## src/rtl/ssvb_pkg.sv

```systemverilog
// ssvb_pkg: shared types and constants for the split-screen viewport bounds block.
// Used by ssvb_regs, ssvb_div and the top level; no dependencies.
package ssvb_pkg;

  // Field and datapath widths
  localparam int COORD_W = 16;  // screen coordinates, two's complement
  localparam int SLOT_W  = 5;   // player index after the leftover-slot shift
  localparam int TOTAL_W = 5;   // player count
  localparam int DIM_W   = 3;   // grid rows / columns (at most six)
  localparam int DIV_W   = 16;  // divider dividend / quotient
  localparam int STEP_W  = 5;   // divider step count (up to DIV_W)

  localparam logic [DIM_W-1:0]   MAX_DIM     = 3'd6;
  localparam logic [COORD_W-1:0] GUTTER_PX   = 16'd4;
  localparam logic [STEP_W-1:0]  SLOT_STEPS  = 5'd5;
  localparam logic [STEP_W-1:0]  COORD_STEPS = 5'd16;

  // Configuration register indexes
  typedef enum logic [2:0] {
    REG_RENDER_TOP    = 3'd0,
    REG_FRAME_LEFT    = 3'd1,
    REG_RENDER_BOTTOM = 3'd2,
    REG_FRAME_RIGHT   = 3'd3,
    REG_SCREEN_TOP    = 3'd4,
    REG_SCREEN_LEFT   = 3'd5,
    REG_SCREEN_BOTTOM = 3'd6,
    REG_SCREEN_RIGHT  = 3'd7
  } reg_index_t;

  // Register reset values
  localparam logic [COORD_W-1:0] RST_RENDER_TOP    = 16'd0;
  localparam logic [COORD_W-1:0] RST_FRAME_LEFT    = 16'd0;
  localparam logic [COORD_W-1:0] RST_RENDER_BOTTOM = 16'd480;
  localparam logic [COORD_W-1:0] RST_FRAME_RIGHT   = 16'd640;
  localparam logic [COORD_W-1:0] RST_SCREEN_TOP    = 16'd0;
  localparam logic [COORD_W-1:0] RST_SCREEN_LEFT   = 16'd0;
  localparam logic [COORD_W-1:0] RST_SCREEN_BOTTOM = 16'd480;
  localparam logic [COORD_W-1:0] RST_SCREEN_RIGHT  = 16'd640;

  // Request word
  typedef struct packed {
    logic [3:0] player_slot;
    logic [4:0] player_total;
  } req_t;

  // Result word
  typedef struct packed {
    logic signed [15:0] view_top;
    logic signed [15:0] view_left;
    logic signed [15:0] view_bottom;
    logic signed [15:0] view_right;
    logic signed [15:0] safe_top;
    logic signed [15:0] safe_left;
    logic signed [15:0] safe_bottom;
    logic signed [15:0] safe_right;
  } rsp_t;

  // Register file contents
  typedef struct packed {
    logic [COORD_W-1:0] render_top;
    logic [COORD_W-1:0] frame_left;
    logic [COORD_W-1:0] render_bottom;
    logic [COORD_W-1:0] frame_right;
    logic [COORD_W-1:0] screen_top;
    logic [COORD_W-1:0] screen_left;
    logic [COORD_W-1:0] screen_bottom;
    logic [COORD_W-1:0] screen_right;
  } cfg_t;

  // Divider command: dividend left-aligned, steps = number of significant bits
  typedef struct packed {
    logic              start;
    logic [STEP_W-1:0] steps;
    logic [DIV_W-1:0]  dividend;
    logic [DIM_W-1:0]  divisor;
  } div_req_t;

  // Divider status and result
  typedef struct packed {
    logic             done;
    logic [DIV_W-1:0] quotient;
    logic [DIM_W-1:0] remainder;
  } div_rsp_t;

endpackage

```

## src/rtl/ssvb_regs.sv

```systemverilog
// ssvb_regs: configuration register file (frame and screen rectangles).
// Depends on ssvb_pkg for the register index codes, reset values and cfg_t.
module ssvb_regs import ssvb_pkg::*; (
  input  logic               clk,
  input  logic               rst,
  input  logic               cfg_we,
  input  logic [2:0]         cfg_index,
  input  logic [COORD_W-1:0] cfg_data,
  output cfg_t               cfg
);

  // Write port, one register per edge
  always_ff @(posedge clk) begin
    if (rst) begin
      cfg.render_top    <= RST_RENDER_TOP;
      cfg.frame_left    <= RST_FRAME_LEFT;
      cfg.render_bottom <= RST_RENDER_BOTTOM;
      cfg.frame_right   <= RST_FRAME_RIGHT;
      cfg.screen_top    <= RST_SCREEN_TOP;
      cfg.screen_left   <= RST_SCREEN_LEFT;
      cfg.screen_bottom <= RST_SCREEN_BOTTOM;
      cfg.screen_right  <= RST_SCREEN_RIGHT;
    end else if (cfg_we) begin
      case (reg_index_t'(cfg_index))
        REG_RENDER_TOP:    cfg.render_top    <= cfg_data;
        REG_FRAME_LEFT:    cfg.frame_left    <= cfg_data;
        REG_RENDER_BOTTOM: cfg.render_bottom <= cfg_data;
        REG_FRAME_RIGHT:   cfg.frame_right   <= cfg_data;
        REG_SCREEN_TOP:    cfg.screen_top    <= cfg_data;
        REG_SCREEN_LEFT:   cfg.screen_left   <= cfg_data;
        REG_SCREEN_BOTTOM: cfg.screen_bottom <= cfg_data;
        REG_SCREEN_RIGHT:  cfg.screen_right  <= cfg_data;
        default: begin
        end
      endcase
    end
  end

endmodule

```

## src/rtl/ssvb_div.sv

```systemverilog
// ssvb_div: bit-serial restoring divider, one quotient bit per cycle.
// Small divisor (grid dimension); depends on ssvb_pkg for div_req_t / div_rsp_t.
module ssvb_div import ssvb_pkg::*; (
  input  logic     clk,
  input  logic     rst,
  input  div_req_t req,
  output div_rsp_t rsp
);

  logic [DIV_W-1:0]  quo;
  logic [DIM_W-1:0]  rem;
  logic [DIM_W-1:0]  dvs;
  logic [STEP_W-1:0] cnt;
  logic              busy;
  logic              done;

  logic [DIM_W:0]    trial;
  logic              ge;
  logic [DIM_W:0]    diff;
  logic [DIM_W-1:0]  rem_next;

  // One restoring step: shift in the next dividend bit, subtract if it fits
  always_comb begin
    trial    = {rem, quo[DIV_W-1]};
    ge       = (trial >= {1'b0, dvs});
    diff     = trial - {1'b0, dvs};
    rem_next = ge ? diff[DIM_W-1:0] : trial[DIM_W-1:0];
  end

  // Step counter and done pulse
  always_ff @(posedge clk) begin
    if (rst) begin
      busy <= 1'b0;
      done <= 1'b0;
      cnt  <= '0;
    end else begin
      done <= 1'b0;
      if (req.start) begin
        busy <= 1'b1;
        cnt  <= req.steps;
      end else if (busy) begin
        cnt <= cnt - 1'b1;
        if (cnt == STEP_W'(1)) begin
          busy <= 1'b0;
          done <= 1'b1;
        end
      end
    end
  end

  // Datapath: quotient bits enter at the bottom as dividend bits leave the top
  always_ff @(posedge clk) begin
    if (req.start) begin
      quo <= req.dividend;
      rem <= '0;
      dvs <= req.divisor;
    end else if (busy) begin
      quo <= {quo[DIV_W-2:0], ge};
      rem <= rem_next;
    end
  end

  assign rsp.done      = done;
  assign rsp.quotient  = quo;
  assign rsp.remainder = rem;

endmodule

```

## src/rtl/split_screen_viewport_bounds.sv

```systemverilog
// split_screen_viewport_bounds: viewport and safe rectangle of one split-screen player.
// Depends on ssvb_pkg, ssvb_regs (configuration) and ssvb_div (shared divider).
//
// Usage:
//   Request channel (req_valid / req_stall / req_data): one word carries player_slot
//   and player_total. The block stalls the request channel while a word is in work
//   and takes the next word only once the previous result sits in the output register.
//   Result channel (rsp_valid / rsp_stall / rsp_data): one word of eight 16-bit edges,
//   held in an output register until the receiver takes it. A stalled result does not
//   block acceptance of the next request; the sequencer waits in its last step only
//   if a second result is ready before the first has gone.
//   The time from acceptance to rsp_valid grows with the grid search (one step a cycle)
//   and three passes through the bit-serial divider (5, 16 and 16 quotient bits).
//   One word is in work at a time, and the sequencer passes through its idle state
//   after each result before it takes the next word.
//   Configuration: cfg_we writes cfg_data to register cfg_index; write
//   only while no word is in work.
//   Reset (rst, synchronous) restores the default 640x480 frame and screen, empties
//   the output register and returns the sequencer to idle.
module split_screen_viewport_bounds import ssvb_pkg::*; (
  input  logic               clk,
  input  logic               rst,
  input  logic               req_valid,
  output logic               req_stall,
  input  req_t               req_data,
  output logic               rsp_valid,
  input  logic               rsp_stall,
  output rsp_t               rsp_data,
  input  logic               cfg_we,
  input  logic [2:0]         cfg_index,
  input  logic [COORD_W-1:0] cfg_data
);

  typedef enum logic [7:0] {
    S_IDLE       = 8'b0000_0001,
    S_GRID       = 8'b0000_0010,
    S_SLOT_DIV   = 8'b0000_0100,
    S_WIDTH_DIV  = 8'b0000_1000,
    S_HEIGHT_DIV = 8'b0001_0000,
    S_MAC_T      = 8'b0010_0000,
    S_MAC_L      = 8'b0100_0000,
    S_FINISH     = 8'b1000_0000
  } state_t;

  state_t state;

  cfg_t     cfg;
  div_req_t div_req;
  div_rsp_t div_rsp;

  // Working registers
  logic [SLOT_W-1:0]  slot;
  logic [TOTAL_W-1:0] total;
  logic [DIM_W-1:0]   rows;
  logic [DIM_W-1:0]   cols;
  logic               span2;
  logic [SLOT_W-1:0]  ri;
  logic [DIM_W-1:0]   ci;
  logic [COORD_W-1:0] cw;
  logic [COORD_W-1:0] ch;
  logic [COORD_W-1:0] vt;
  logic [COORD_W-1:0] vl;

  logic accept;
  logic rsp_load;

  ssvb_regs u_regs (
    .clk       (clk),
    .rst       (rst),
    .cfg_we    (cfg_we),
    .cfg_index (cfg_index),
    .cfg_data  (cfg_data),
    .cfg       (cfg)
  );

  ssvb_div u_div (
    .clk (clk),
    .rst (rst),
    .req (div_req),
    .rsp (div_rsp)
  );

  assign req_stall = (state != S_IDLE);
  assign accept    = req_valid && !req_stall;
  assign rsp_load  = (state == S_FINISH) && (!rsp_valid || !rsp_stall);

  // Grid test: rows * cols against the player count
  logic [2*DIM_W-1:0] grid_area;
  logic               grid_short;
  logic               grid_over;
  logic [SLOT_W-1:0]  slot_adj;

  always_comb begin
    grid_area  = {{DIM_W{1'b0}}, rows} * {{DIM_W{1'b0}}, cols};
    grid_short = (grid_area < {1'b0, total});
    grid_over  = (grid_area > {1'b0, total});
    slot_adj   = (grid_over && (slot != '0)) ? slot + 1'b1 : slot;
  end

  // Signed frame extents as magnitude plus sign
  logic [COORD_W:0]   w_diff;
  logic [COORD_W:0]   h_diff;
  logic [COORD_W:0]   w_neg;
  logic [COORD_W:0]   h_neg;
  logic [DIV_W-1:0]   w_mag;
  logic [DIV_W-1:0]   h_mag;
  logic [COORD_W-1:0] q_pos;
  logic [COORD_W-1:0] q_neg;

  always_comb begin
    w_diff = {cfg.frame_right[COORD_W-1], cfg.frame_right}
           - {cfg.frame_left[COORD_W-1], cfg.frame_left};
    h_diff = {cfg.render_bottom[COORD_W-1], cfg.render_bottom}
           - {cfg.render_top[COORD_W-1], cfg.render_top};
    w_neg  = (COORD_W+1)'(0) - w_diff;
    h_neg  = (COORD_W+1)'(0) - h_diff;
    w_mag  = w_diff[COORD_W] ? w_neg[DIV_W-1:0] : w_diff[DIV_W-1:0];
    h_mag  = h_diff[COORD_W] ? h_neg[DIV_W-1:0] : h_diff[DIV_W-1:0];
    q_pos  = div_rsp.quotient;
    q_neg  = COORD_W'(0) - div_rsp.quotient;
  end

  // Divider commands, issued as the grid step and the first two divide steps hand over
  always_comb begin
    div_req = '0;
    case (state)
      S_GRID: begin
        div_req.start    = !grid_short;
        div_req.steps    = SLOT_STEPS;
        div_req.dividend = {slot_adj, {(DIV_W-SLOT_W){1'b0}}};
        div_req.divisor  = cols;
      end
      S_SLOT_DIV: begin
        div_req.start    = div_rsp.done;
        div_req.steps    = COORD_STEPS;
        div_req.dividend = w_mag;
        div_req.divisor  = cols;
      end
      S_WIDTH_DIV: begin
        div_req.start    = div_rsp.done;
        div_req.steps    = COORD_STEPS;
        div_req.dividend = h_mag;
        div_req.divisor  = rows;
      end
      default: begin
      end
    endcase
  end

  // Shared multiply-add: cell size * index + frame origin
  logic [COORD_W-1:0]        mul_a;
  logic [SLOT_W-1:0]         mul_b;
  logic [COORD_W+SLOT_W-1:0] mul_p;
  logic [COORD_W-1:0]        mac;

  always_comb begin
    mul_a = (state == S_MAC_T) ? ch : cw;
    mul_b = (state == S_MAC_T) ? ri : {{(SLOT_W-DIM_W){1'b0}}, ci};
    mul_p = (COORD_W+SLOT_W)'(mul_a) * (COORD_W+SLOT_W)'(mul_b);
    mac   = mul_p[COORD_W-1:0] + ((state == S_MAC_T) ? cfg.render_top : cfg.frame_left);
  end

  // Final edges: far edges, gutter inset, screen-border extension
  logic [COORD_W-1:0] gutter;
  logic [COORD_W-1:0] vb;
  logic [COORD_W-1:0] vr;
  logic               first_row;
  logic               first_col;
  logic               last_row;
  logic               last_col;
  logic [DIM_W:0]     col_end;
  logic [SLOT_W:0]    row_end;
  rsp_t               rsp_next;

  always_comb begin
    gutter    = (total > TOTAL_W'(1)) ? GUTTER_PX : '0;
    vb        = vt + ch;
    vr        = vl + cw;
    first_row = (ri == '0);
    first_col = (ci == '0);
    col_end   = {{DIM_W{1'b0}}, span2} + {1'b0, ci} + 1'b1;
    row_end   = {1'b0, ri} + 1'b1;
    last_col  = (col_end == {1'b0, cols});
    last_row  = (row_end == {{(SLOT_W+1-DIM_W){1'b0}}, rows});

    rsp_next.view_top    = first_row ? cfg.screen_top    : vt;
    rsp_next.view_left   = first_col ? cfg.screen_left   : vl;
    rsp_next.view_bottom = last_row  ? cfg.screen_bottom : vb;
    rsp_next.view_right  = last_col  ? cfg.screen_right  : vr;
    rsp_next.safe_top    = vt + ((total > TOTAL_W'(1)) ?
                           {{(COORD_W-SLOT_W-2){1'b0}}, ri, 2'b00} : COORD_W'(0));
    rsp_next.safe_left   = vl + ((total > TOTAL_W'(1)) ?
                           {{(COORD_W-DIM_W-2){1'b0}}, ci, 2'b00} : COORD_W'(0));
    rsp_next.safe_bottom = vb - (first_row ? gutter : COORD_W'(0));
    rsp_next.safe_right  = vr - (first_col ? gutter : COORD_W'(0));
  end

  // Sequencer and output valid
  always_ff @(posedge clk) begin
    if (rst) begin
      state     <= S_IDLE;
      rsp_valid <= 1'b0;
    end else begin
      if (rsp_load) begin
        rsp_valid <= 1'b1;
      end else if (rsp_valid && !rsp_stall) begin
        rsp_valid <= 1'b0;
      end
      case (state)
        S_IDLE:       if (accept) state <= S_GRID;
        S_GRID:       if (!grid_short) state <= S_SLOT_DIV;
        S_SLOT_DIV:   if (div_rsp.done) state <= S_WIDTH_DIV;
        S_WIDTH_DIV:  if (div_rsp.done) state <= S_HEIGHT_DIV;
        S_HEIGHT_DIV: if (div_rsp.done) state <= S_MAC_T;
        S_MAC_T:      state <= S_MAC_L;
        S_MAC_L:      state <= S_FINISH;
        S_FINISH:     if (rsp_load) state <= S_IDLE;
        default:      state <= S_IDLE;
      endcase
    end
  end

  // Working datapath
  always_ff @(posedge clk) begin
    case (state)
      S_IDLE: begin
        if (accept) begin
          slot  <= {1'b0, req_data.player_slot};
          total <= req_data.player_total;
          rows  <= DIM_W'(1);
          cols  <= DIM_W'(1);
          span2 <= 1'b0;
        end
      end
      S_GRID: begin
        if (grid_short) begin
          if (cols < rows) begin
            cols <= cols + 1'b1;
          end else begin
            cols <= DIM_W'(1);
            rows <= rows + 1'b1;
          end
        end else begin
          slot  <= slot_adj;
          span2 <= grid_over && (slot == '0);
        end
      end
      S_SLOT_DIV: begin
        if (div_rsp.done) begin
          ri <= div_rsp.quotient[SLOT_W-1:0];
          ci <= div_rsp.remainder;
        end
      end
      S_WIDTH_DIV: begin
        if (div_rsp.done) begin
          if (w_diff[COORD_W]) begin
            cw <= span2 ? {q_neg[COORD_W-2:0], 1'b0} : q_neg;
          end else begin
            cw <= span2 ? {q_pos[COORD_W-2:0], 1'b0} : q_pos;
          end
        end
      end
      S_HEIGHT_DIV: begin
        if (div_rsp.done) begin
          ch <= h_diff[COORD_W] ? q_neg : q_pos;
        end
      end
      S_MAC_T: vt <= mac;
      S_MAC_L: vl <= mac;
      default: begin
      end
    endcase
  end

  // Output register
  always_ff @(posedge clk) begin
    if (rsp_load) begin
      rsp_data <= rsp_next;
    end
  end

  // Checks
  a_accept_to_grid: assert property (@(posedge clk) disable iff (rst)
    accept |=> (state == S_GRID))
    else $error("accepted request did not start the grid search");

  a_grid_bounds: assert property (@(posedge clk) disable iff (rst)
    (state == S_GRID) |-> ((rows <= MAX_DIM) && (cols <= rows)))
    else $error("grid grew outside its bounds");

  a_div_done_state: assert property (@(posedge clk) disable iff (rst)
    div_rsp.done |->
      ((state == S_SLOT_DIV) || (state == S_WIDTH_DIV) || (state == S_HEIGHT_DIV)))
    else $error("divider finished outside a divide step");

  a_rsp_from_finish: assert property (@(posedge clk) disable iff (rst)
    $rose(rsp_valid) |-> $past(state == S_FINISH))
    else $error("result word appeared without a finish step");

endmodule
```

## config.mk

```make
export PLATFORM = sky130hd
export DESIGN_NAME = split_screen_viewport_bounds
export DESIGN_NICKNAME = d
export VERILOG_FILES = /design/src/rtl/ssvb_pkg.sv /design/src/rtl/ssvb_regs.sv /design/src/rtl/ssvb_div.sv /design/src/rtl/split_screen_viewport_bounds.sv
export SDC_FILE = /design/constraint.sdc
export NUM_CORES = 1
export LEC_CHECK = 0
export BUFFER_PORTS_ARGS = -buffer_cell sky130_fd_sc_hd__buf_2
export CAP_MARGIN = 0
export CORE_MARGIN = 5
export CORE_UTILIZATION = 41
export CTS_BUF_LIST = sky130_fd_sc_hd__clkbuf_8 sky130_fd_sc_hd__clkbuf_16
export CTS_CLUSTER_SIZE = 16
export DETAILED_ROUTE_END_ITERATION = 7
export HOLD_SLACK_MARGIN = 0.12
export PLACE_DENSITY = 0.54
export SLEW_MARGIN = 20
export SYNTH_ARGS = -nofsm -noshare
export SYNTH_HDL_FRONTEND = slang
export SYNTH_SLANG_ARGS = --single-unit
```

## constraint.sdc

```tcl
create_clock -name clk -period 9 [get_ports clk]
set_input_delay 0 -clock clk [delete_from_list [all_inputs] [get_ports clk]]
set_output_delay 0 -clock clk [all_outputs]
set_load 0.02 [all_outputs]
```

## Yosys cells after proc, flatten, opt, wreduce, memory -nomap -nowiden

Cells that the tools add are included.

- Logic and storage cells: 176
- Bits in registers: 383
- Input port bits: 33
- Output and inout port bits: 130

- Reduce and logical (&&, ||, !) cells: 35
- Mux-type cells: 51
- Bitwise gates (word level): 1
- Multiply operators: 2
- Add/sub/neg operators: 20
- Eq/ne operators: 27
- $lt $le $gt $ge: 5

Operator list:

| cell | count |
|---|---|
| $mux 16 | 14 |
| $pmux 25 s3 | 1 |
| $pmux 8 s8 | 1 |
| $add 16x16->16 | 3 |
| $mux 8 | 6 |
| $sub 1x16->16 const A | 3 |
| $mux 5 | 7 |
| $sub 16x16->17 | 2 |
| $sub 16x3->16 | 2 |
| $mux 3 | 9 |
| $reduce_and 2->1 | 12 |
| $add 16x5->16 | 1 |
| $add 16x7->16 | 1 |
| $mul 16x5->16 | 1 |
| $eq 3x3->1 const B | 4 |
| $pmux 3 s2 | 2 |
| $logic_not 5->1 | 2 |
| $ne 2x2->1 const B | 5 |
| $pmux 5 s2 | 1 |
| $eq 8x1->1 const B | 1 |
| $eq 8x2->1 const B | 1 |
| $eq 8x3->1 const B | 1 |
| $eq 8x4->1 const B | 1 |
| $eq 8x5->1 const B | 1 |
| 37 further kinds | 59 |

## Depth between registers and ports, before layout

- Depth in word-level cells: 6
- Gate-level depth with buffers: 25
- Depth with buffers taken out: 23

## Modules after synthesis

From an unflattened synthesis, not the netlist that was laid out.

- Cell total of the unflattened synthesis: 2,279
- Area, all modules: 23,790.3 um^2

Modules (own cells, without submodules):

| module | area each (um^2) | sequential area each (um^2) | cells an instance | instances |
|---|---|---|---|---|
| split_screen_viewport_bounds | 17,344.1 | 6,696.4 | 1,708 | 1 |
| ssvb_regs | 5,054.8 | 2,562.5 | 460 | 1 |
| ssvb_div | 1,391.3 | 770.7 | 111 | 1 |

## Least setup slack after synthesis

No wires, ideal clock.

- Kind: reg2reg
- Start: register state[3]
- End: register rsp_data[0] (netlist bit) (enable)
- Slack: 977 ps
- Data required time: 8,343 ps
- Arrival time: 7,366 ps
- Stages on the path, launching flop included: 5
- Library setup time: 657 ps
- Period minus slack after synthesis: 8,023 ps
- Path buffers: 0
- Path through: dfxtp_1 > or4_1 > nor3_1 > nand3b_1 > a21oi_1

- Word-level cells in the longest chain between the ends: 2

RTL lines:

| what | line | source |
|---|---|---|
| start, declared | split_screen_viewport_bounds.sv:45 | `state_t state;` |
| start signal, assigned | split_screen_viewport_bounds.sv:201 | `state <= S_IDLE;` |
| start signal, assigned | split_screen_viewport_bounds.sv:210 | `S_IDLE: if (accept) state <= S_GRID;` |
| start signal, assigned | split_screen_viewport_bounds.sv:211 | `S_GRID: if (!grid_short) state <= S_SLOT_DIV;` |
| $eq 8x8->1 | split_screen_viewport_bounds.sv:85 | `assign rsp_load = (state == S_FINISH) && (!rsp_valid \|\| !rsp_stall);` |
| $logic_and 1x1->1 | split_screen_viewport_bounds.sv:85 |  |
| named net rsp_load | split_screen_viewport_bounds.sv:65 | `logic rsp_load;` |
| end signal, assigned | split_screen_viewport_bounds.sv:278 | `rsp_data <= rsp_next;` |
| end, declared | split_screen_viewport_bounds.sv:28 | `output rsp_t rsp_data,` |

The timed path passes the listed nets, and every way through them passes these cells.
A chain may end at the register's enable or synchronous reset.

## Worst setup path after layout

- Start: register state[7]
- End: register vl[14] (data pin)

- Word-level cells in the longest chain between the ends: 4
- Elaborated cells between the ends (all ways): 6
- Classes of those cells: 1 x add/sub; 1 x mul; 1 x eq/ne; 3 x mux

RTL lines:

| what | line | source |
|---|---|---|
| $eq 8x6->1 (*) | split_screen_viewport_bounds.sv:157, split_screen_viewport_bounds.sv:158, split_screen_viewport_bounds.sv:160 |  |
| $mux 16 / $mux 5 (equally long branches) | split_screen_viewport_bounds.sv:157, split_screen_viewport_bounds.sv:158 |  |
| $mul 16x5->16 | split_screen_viewport_bounds.sv:159 | `mul_p = (COORD_W+SLOT_W)'(mul_a) * (COORD_W+SLOT_W)'(mul_b);` |
| $add 16x16->16 (*) | split_screen_viewport_bounds.sv:160 | `mac = mul_p[COORD_W-1:0] + ((state == S_MAC_T) ? cfg.render_top : cfg.frame_left);` |
| named net mac[14] | split_screen_viewport_bounds.sv:154 | `logic [COORD_W-1:0] mac;` |
| end signal, assigned | split_screen_viewport_bounds.sv:269 | `S_MAC_L: vl <= mac;` |
| end, declared | split_screen_viewport_bounds.sv:62 | `logic [COORD_W-1:0] vl;` |

Mark *: on every way through the listed nets, which the timed path passes. The rest lies on a longest branch.

==> qor.yml <==
yosys_most_used_dff: "edfxtp_1"
cpLargestDelayFamily: "adder cells"
grt_antenna_before_repair: 0
clk_pin_slew_worst_paths_ns: 0.06
rsz0062_at_grt: "false"
tightest_slew_ns: 1.11
synth_cells: 2403
clk_latency_ns: 0.58
ys_warn_count: 0
cts-root-buf: "clkbuf_16"
htree_levels: 2
n_antenna_cell: 0
r2r_end: "vl[14]"
worst_path_max_delay_cell: "inv_2"
clkPwrFrac_pct: 39.7
syn2layout_area_growth_pct: 14.9
reg2reg_from: "state[7]"
grt_pass1_vias: 17600
numPortBuffers: 162
final_hold_viol_count: 0
power_frac_comb_pct: 16.2
critPathKind: "reg2reg"
p_leak_uw: 0.0105
holdPathEnd: "slot[2]"
clkSinkCount: 383
postRouteAntennaNets: 0
rows: 86
route.detailed.drc: 0
dieArea_mm2: 0.0610
crit_fanout: 48
hp-start: "req_data[7]"
synth_seq_cells: 383
vias_per_cell: 5.31
drive_gt1_share_pct: 13.1
io-pin-count: 163
swShare_pct: 27.5
reg2reg_slack_ns: 2.02
dr.first_iter.drc_count: 1346
nFillCells: 5283
final.setup.tns_ns: 0
dr_total_vias: 17800
grt_max_degree: 96
start_util_pct: 41.6
synth_edf_count: 236
cp.arrival_ns: 7.28
die_w_um: 247
cts_buffers: 44
yosysMostFrequentCell: "nand2_1"
drt-wirelength-per-cell_um: 20.5
critPathMaxStageDelay_ns: 0.61
setup_viol: 0
cts_tree: "done"
ys_top_cells_by_count: "nand2_1, edfxtp_1, a21oi_1, inv_1, dfxtp_1"
p_int_uw: 3310
synth_cell_types: 88
synth_area_mm2: 0.0230
hold-path-cell-count: 3
nNetsFinal: 2787
grt_pass1_wl_mm: 105
fin_crit_ns: 6.98
core_mm2: 0.0553
rr_worst_depth: 24
postCtsSetupBuffers: 0
async_flop_share_pct: 0
gr-total-overflow: 0
fmax_mhz: 143
max-slew-margin-rel_pct: 26.1
grt_use_total_pct: 22.3
crit_top_cell: "inv_1"
path_buf_inv: 6
skew_ns: 0.0312
finalCritPeriodShare_pct: 77.5
outcome: "completed"
syn_nets: 2617
cp.required_ns: 9.30
clockBufferDepth: 3
synth_seq_area_share_pct: 43.6
chipHeight_um: 247
powerDensity_mw_per_mm2: 172
power_frac_seq_pct: 44.1
finalPower_uw: 4560
synthTopCellsByArea: "edfxtp_1, dfxtp_1, nand2_1"
hpwl_mm: 51.3
seq_area_mm2: 0.0100
first_pass_iters: 6
cp-start-kind: "flip-flop"
yosys.area.top_type_share_pct: 30.8
end_kind: "flip-flop"
globalplace.congestion: 0.903
multiInputGateArea_mm2: 0.0119
drt-total-wl_mm: 68.8
drv_slew: 0
ir_worst_vdd_mv: 0.116
avgSynthCellArea_um2: 9.58
drv_cap: 0
hold_path_class: "in2reg"
cp_cell_sequence: "or4_1 > or3_1 > or3b_2 > inv_2 > buf_4 > nand2_1 > a21o_1 > fa_1 > inv_1 > fa_1 > inv_1 > fa_1 > inv_1 > ha_1 > inv_1 > nor2_1 > nor2_1 > o21bai_1 > a21oi_1 > o21bai_1 > a21oi_1 > o22ai_1 > o41a_1 > xor2_1"
net-switching-power_uw: 1250
synth_top_area_cell: "edfxtp_1"
==> per-stage QoR <==
stage	hold WS [ns]	std cells	utilization, %	instance area, um2	worst slack [ns]
after CTS	0.207	3356	47.8	26400	2.07
after detailed placement	0.181	3233	44.4	24600	2.13
after global placement	0.177	3233	44.4	24600	2.13
after global routing	0.231	3356	47.8	26400	1.71
final	0.233	3356	47.8	26400	2.02
after floorplan	0.0989	2403	-	23000	0.977
==> worst max-delay path by stage <==
| stage | start | to | slack (ns) | cells past startpoint |
|---|---|---|---|---|
| after global routing | state[7] | vl[14] | 1.71 | 24 |
| after detailed placement | state[7] | vl[14] | 2.13 | 24 |
| after floorplan | state[3] | rsp_data[0] | 0.98 | 4 |
| final | state[7] | vl[14] | 2.02 | 24 |
| after CTS | state[7] | vl[14] | 2.07 | 24 |
| after global placement | state[7] | vl[14] | 2.13 | 24 |
==> flip-flops by register name, indices dropped and copies added, names as in the netlist, 5 cells and up <==
name,cells
rsp_data,128
u_regs.cfg,128
ch,16
cw,16
u_div.quo,16
vl,16
vt,16
state,8
ri,5
slot,5
total,5
u_div.cnt,5
==> layout make-up <==
| type | count | share of cell area, % |
|---|---|---|
| multi-input cells | 1737 | 45.2 |
| flip-flops and latches | 383 | 37.9 |
| repair buffers | 226 | 5.29 |
| clock buffers | 50 | 4.56 |
| well taps | 748 | 3.54 |
| inverters | 181 | 2.57 |
| clock inverters | 31 | 0.965 |
==> power by group through the flow <==
stage	logic, uW	registers [uW]	clock network (uW)
after detailed placement	720	2050	0
after global routing	816	2020	1920
after global placement	711	2050	0
final	737	2010	1810
after CTS	741	2010	1850
after floorplan	493	2060	0
==> what timing repair did <==
item                      in CTS  in global routing
resized for setup              0                  0
hold buffers                  42                  0
hold endpoints to repair     164                  0
==> routing by layer <==
| layer | up-vias | track usage (%) | routed length (um) |
|---|---|---|---|
| met3 | 107 | 3.38 | 3810 |
| met4 | 0 | 6.53 | 1920 |
| met5 | - | 0 | 0 |
| met2 | 463 | 37.4 | 32700 |
| met1 | 8587 | 29.9 | 30400 |
| li1 | 8674 | - | - |
==> worst min-delay path, delay by kind of cell <==
family                 cells  cell delay [ns]
AO/OA/AOI/OAI              1             0.09
buffers and inverters      2             0.62
==> logic make-up (layout without fill, tap and decap cells) <==
logic type,after synthesis,in the layout,share of synthesized area [%]
and+or+nand+nor,848,848,17.2
adders and majority gates,181,181,11.7
buffers and inverters,283,488,4.73
DFF,383,383,43.6
AOI/OAI and AO/OA,441,441,11.9
xor gates and xnor gates,181,181,6.89
muxes,86,86,4.00
==> cell usage in the layout (no fill, tap or decap), drive strengths merged, types with 58 or more instances in the layout <==
master / instances
nand2: 422
edfxtp: 236
a21oi: 211
inv: 197
buf: 184
dfxtp: 147
ha: 123
xnor2: 119
nor2: 118
xor2: 62
o21ai: 60
fa: 58
Power figures use the tool's default switching activity.
